--- config.mk ---
export PLATFORM = sky130hd
export DESIGN_NAME = rme_div
export DESIGN_NICKNAME = d
export VERILOG_FILES = /design/src/rtl/core/rme_pkg.sv /design/src/rtl/core/rme_div.sv
export SDC_FILE = /design/constraint.sdc
export NUM_CORES = 1
export LEC_CHECK = 0
export BUFFER_PORTS_ARGS = -buffer_cell sky130_fd_sc_hd__buf_2
export CORE_ASPECT_RATIO = 1.5
export CORE_UTILIZATION = 53
export CTS_BUF_LIST = sky130_fd_sc_hd__clkbuf_8 sky130_fd_sc_hd__clkbuf_16
export CTS_CLUSTER_DIAMETER = 120
export CTS_CLUSTER_SIZE = 20
export DETAILED_ROUTE_END_ITERATION = 8
export PLACE_DENSITY = 0.87
export SLEW_MARGIN = 20
export SYNTH_ARGS = -nofsm -noshare
export SYNTH_HDL_FRONTEND = slang
export SYNTH_SLANG_ARGS = --single-unit
--- constraint.sdc ---
create_clock -name clk_i -period 3.3 [get_ports clk_i]
set_clock_uncertainty 0.15 [all_clocks]
set_input_delay 0.66 -clock clk_i [delete_from_list [all_inputs] [get_ports clk_i]]
set_output_delay 0.66 -clock clk_i [all_outputs]
set_load 0.1 [all_outputs]
--- src/rtl/core/rme_pkg.sv ---
package rme_pkg;

  localparam int unsigned NumRegsDef   = 64;
  localparam int unsigned VecLenDef    = 16;
  localparam int unsigned ProgDepthDef = 1024;

  localparam int unsigned WordW = 32;
  localparam int unsigned LineW = 10;

  typedef enum logic [3:0] {
    OP_READ  = 4'd0,
    OP_WRITE = 4'd1,
    OP_LOAD  = 4'd2,
    OP_STORE = 4'd3,
    OP_ADD   = 4'd4,
    OP_SUB   = 4'd5,
    OP_MUL   = 4'd6,
    OP_DIV   = 4'd7,
    OP_JUMP  = 4'd8,
    OP_JZERO = 4'd9,
    OP_JGTZ  = 4'd10,
    OP_HALT  = 4'd11
  } op_e;

  typedef enum logic [1:0] {
    MODE_INDIRECT = 2'd0,
    MODE_DIRECT   = 2'd1,
    MODE_IMM      = 2'd2,
    MODE_VECTOR   = 2'd3
  } mode_e;

  typedef enum logic [2:0] {
    ERR_NONE    = 3'd0,
    ERR_REGZERO = 3'd1,
    ERR_MODE    = 3'd2,
    ERR_RANGE   = 3'd3,
    ERR_DIVZERO = 3'd4,
    ERR_TAG     = 3'd5
  } err_e;

  typedef struct packed {
    logic             start;
    logic [WordW-1:0] dividend;
    logic [WordW-1:0] divisor;
  } div_req_t;

  typedef struct packed {
    logic             done;
    logic [WordW-1:0] quotient;
  } div_rsp_t;

endpackage

--- src/rtl/core/rme_div.sv ---
module rme_div
  import rme_pkg::*;
(
  input  logic     clk_i,
  input  logic     rst_ni,
  input  div_req_t req_i,
  output div_rsp_t rsp_o
);

  logic [WordW-1:0] rem_q, rem_d, quo_q, quo_d, dvs_q, dvs_d;
  logic [5:0]       cnt_q, cnt_d;
  logic             busy_q, busy_d, neg_q, neg_d, done_q, done_d;
  logic [WordW:0]   trial;
  logic [WordW-1:0] shifted;

  always_comb begin
    rem_d   = rem_q;
    quo_d   = quo_q;
    dvs_d   = dvs_q;
    cnt_d   = cnt_q;
    busy_d  = busy_q;
    neg_d   = neg_q;
    done_d  = 1'b0;
    shifted = {rem_q[WordW-2:0], quo_q[WordW-1]};
    trial   = {1'b0, shifted} - {1'b0, dvs_q};
    if (req_i.start) begin
      rem_d  = '0;
      quo_d  = req_i.dividend[WordW-1] ? (~req_i.dividend + 1'b1) : req_i.dividend;
      dvs_d  = req_i.divisor[WordW-1] ? (~req_i.divisor + 1'b1) : req_i.divisor;
      neg_d  = req_i.dividend[WordW-1] ^ req_i.divisor[WordW-1];
      cnt_d  = '0;
      busy_d = 1'b1;
    end else if (busy_q) begin
      if (rem_q[WordW-1] || !trial[WordW]) begin
        rem_d = trial[WordW-1:0];
        quo_d = {quo_q[WordW-2:0], 1'b1};
      end else begin
        rem_d = shifted;
        quo_d = {quo_q[WordW-2:0], 1'b0};
      end
      cnt_d = cnt_q + 6'd1;
      if (cnt_q == 6'(WordW - 1)) begin
        busy_d = 1'b0;
        done_d = 1'b1;
      end
    end
  end

  always_ff @(posedge clk_i or negedge rst_ni) begin
    if (!rst_ni) begin
      busy_q <= 1'b0;
      done_q <= 1'b0;
      cnt_q  <= '0;
    end else begin
      busy_q <= busy_d;
      done_q <= done_d;
      cnt_q  <= cnt_d;
    end
  end

  always_ff @(posedge clk_i) begin
    rem_q <= rem_d;
    quo_q <= quo_d;
    dvs_q <= dvs_d;
    neg_q <= neg_d;
  end

  assign rsp_o.done     = done_q;
  assign rsp_o.quotient = neg_q ? (~quo_q + 1'b1) : quo_q;

endmodule

==> flow_metrics.py <==
metrics = {
    "critical_path": {
        "cp_top_family": "simple AND/OR/NAND/NOR gates",
        "cp-end-kind": "output port",
        "slowest_stage": "or4_4",
        "cp.required_ps": 2490,
        "r2r-start": "dvs_q[0]",
        "r2r_cells": 13,
        "rrSetupSlack_ps": -120,
        "worstPathArrival_ps": 3410,
        "cp.depth": 8,
        "slowest_delay_ps": 560,
        "critPathBufInv": 1,
        "path_class": "reg -> out",
        "crit_path_start_kind": "register",
        "r2r_end": "rem_q[22]",
        "path_cells": "or4_4, or4_4, or2_4, or3_4, or3_4, o31ai_4, xnor2_4, buf_12",
        "worst-path-max-fanout": 3,
    },
    "timing": {
        "final_hold_viol_count": 0,
        "post-route-min-period_ps": 4220,
        "holdWs_ps": 350,
        "relSlewSlack_pct": 38.0,
        "rsz0062_at_grt": "yes",
        "timing.fmax_ghz": 0.237,
        "slew_viol_final": 0,
        "timing.setup.tns_ps": -10330,
        "setup_violations": 41,
        "worst_slew_pin_slew_ps": 930,
        "setup_slack_ps": -921,
        "fin_crit_sh_pct": 128,
    },
    "grt": {
        "grt_pass1_vias": 6951,
        "grt_antenna_before_repair": 0,
        "grt_start_max_net_pins": 59,
        "grt_pass1_wl_mm": 30.9,
        "grt_use_total_pct": 25.9,
        "overflow": 0,
    },
    "pwr": {
        "ir_drop_uv": 316,
        "p_leak_nw": 4.42,
        "powerDensity_mw_per_mm2": 696,
    },
    "synthesis": {
        "synth_edf_count": 65,
        "synth_warnings": 0,
        "synthAdderAreaFrac_pct": 6.14,
        "yosysTopAreaCell": "edfxtp_1",
        "synth_commonest_cells": "nand2_1 (100), nor2_1 (79), xnor2_1 (73)",
        "synth_top_cell_area_share_pct": 25.5,
        "synth-seq-area-share_pct": 36.5,
        "synth_nets": 988,
        "synth_async_sr_flop_share_pct": 7.62,
        "synthMuxAreaShare_pct": 0.670,
        "synthSimpleGateAreaFrac_pct": 18.4,
        "syn_area_per_cell_sq_um": 8.67,
        "synth_most_common_cell": "nand2_1",
        "synth-seq-cells": 105,
        "synth_top_family_by_area": "compound AO/OA/AOI/OAI gates",
        "ys_types": 63,
        "synth-xor-area-share_pct": 13.3,
        "netlist_area_sq_mm": 0.00766,
        "synthCells": 884,
        "yosys-top-cells-area": "edfxtp_1 (25%), dfxtp_1 (8.4%), xnor2_1 (8.3%), ha_1 (5.9%), xor2_1 (4.9%)",
        "synth_compound_area_share_pct": 20.1,
        "synth_ff_type": "edfxtp_1",
    },
    "placement": {
        "place_congestion": 0.904,
        "dp.cells": 1232,
        "pre_cts_slack_ps": -583,
        "hpwl_mm": 13.8,
        "port_buffers": 99,
    },
    "cells_and_area": {
        "area_growth_pct": 38.5,
        "layout.nets": 1182,
        "fillers": 883,
        "num_antenna_cells": 0,
        "fin_cells": 1275,
        "drive_gt1_share_pct": 32.5,
    },
    "clock_tree": {
        "clock_sinks": 105,
        "clkTransAtPathRegs_ps": 60,
        "cts_buffers": 9,
        "clk_latency_ps": 350,
        "clk_path_buf_depth": 2,
        "cts_tree": "yes",
        "htreeDepth": 3,
        "cts-root-buf": "clkbuf_16",
    },
    "worst_hold_path": {
        "hold-path-endpoint": "dvs_q[0]",
        "min_path_cells": 1,
        "min_from": "req_i[0]",
        "hp-class": "in -> reg",
    },
    "die": {
        "die-area_sq_mm": 0.0149,
        "fp.dieW_microns": 100,
        "dieHeight_microns": 149,
        "pin_count": 100,
        "core_sq_mm": 0.0141,
        "rows": 53,
        "start_util_pct": 54.5,
    },
    "drt": {
        "viasPerCell": 5.84,
        "drt_iter0_drc": 454,
        "via_count": 7443,
        "first_pass_iters": 5,
        "ant_nets": 0,
        "wire_per_inst_microns": 16.2,
        "drc": 0,
        "routed_wirelength_mm": 20.6,
    },
    "job": {
        "maxCapViolCount": 0,
    },
    "run_status": {
        "outcome": "complete, but fails checks",
        "violations": "negative setup slack",
    },
}
power by group:
group / leakage [nW] / switching, mW / internal [mW]
Sequential: 1.01 / 0.245 / 1.68
Combinational: 3.26 / 2.55 / 1.87
Clock: 0.144 / 0.462 / 0.580
Total: 4.42 / 3.26 / 4.12
how the worst max path moves through the flow:
stage	start	endpoint	slack [ps]
detailed placement	quo_q[9]	rsp_o[31]	-580
CTS	quo_q[16]	rsp_o[29]	-850
floorplan	quo_q[16]	rsp_o[29]	-490
global route	quo_q[16]	rsp_o[31]	-980
global placement	quo_q[16]	rsp_o[31]	-550
finish	quo_q[16]	rsp_o[31]	-920
worst reg2reg max path: stages (launching register included):
cell,delay (ps)
edfxtp_1,430
ha_2,230
fa_2,410
nor2b_2,140
o211ai_1,160
a31oi_1,270
a31o_2,290
a21boi_2,80
o21a_1,220
o311ai_2,300
buf_4,190
xor2_2,150
mux2i_2,100
a211oi_2,210
placed cells by master, fill, tap and decap left out, drive strengths merged, types with 7 or more instances in the layout:
cell and instances:
a21o 11, a21oi 67, a311oi 24, buf 224, clkbuf 10, dfrtp 8, dfxtp 32, edfxtp 65
ha 36, inv 53, nand2 100, nand2b 11, nand3 18, nand4 7, nor2 79, nor2b 7
nor3 7, nor4 7, o211ai 7, o21ai 52, o31ai 26, o41ai 12, or3 16, or4 17
xnor2 73, xor2 43
sequential cells by signal, summed over array words and instances (netlist names):
register and flops:
busy_q 1, cnt_q 6, done_q 1, dvs_q 32, neg_q 1, quo_q 32, rem_q 32
through the flow:
step	total power [mW]	area (sq um)	utilization, %
after floorplan	4.49	7910	-
after global placement	5.50	9540	67.9
after detailed placement	5.60	9540	67.9
after CTS	6.78	10100	71.8
after global routing	7.76	10600	75.5
final	7.38	10600	75.5
layer usage:
metal	vias up	part of all wire, %	global-route usage (%)
met1	3486	37	27.7
li1	3579	-	-
met5	-	0	0
met3	86	4.0	3.09
met2	292	54	47.8
met4	0	4.5	15.7
cell families after synthesis:
group,count (synthesis)
and+or+nand+nor,289
AOI/OAI and AO/OA,234
xor gates and xnor gates,116
DFF,105
buffers and inverters,98
adders and majority gates,37
muxes,5
repair_timing:
item,4_1_cts,5_1_grt
pin swaps,20,60
setup endpoints to repair,50,41
hold endpoints to repair,8,0
hold buffers,1,0
gates cloned,0,1
buffers inserted,6,20
gates resized for setup,40,79
layout make-up:
class                   count  area (sq um)  area share [%]
multi-input cells         681          5210            49.1
flip-flops and latches    105          2790            26.3
repair buffers            228          1880            17.7
well taps                 192           240            2.26
clock buffers               9           225            2.12
inverters                  53           199            1.88
clock inverters             7          61.3           0.578
Power figures use the tool's default switching activity.
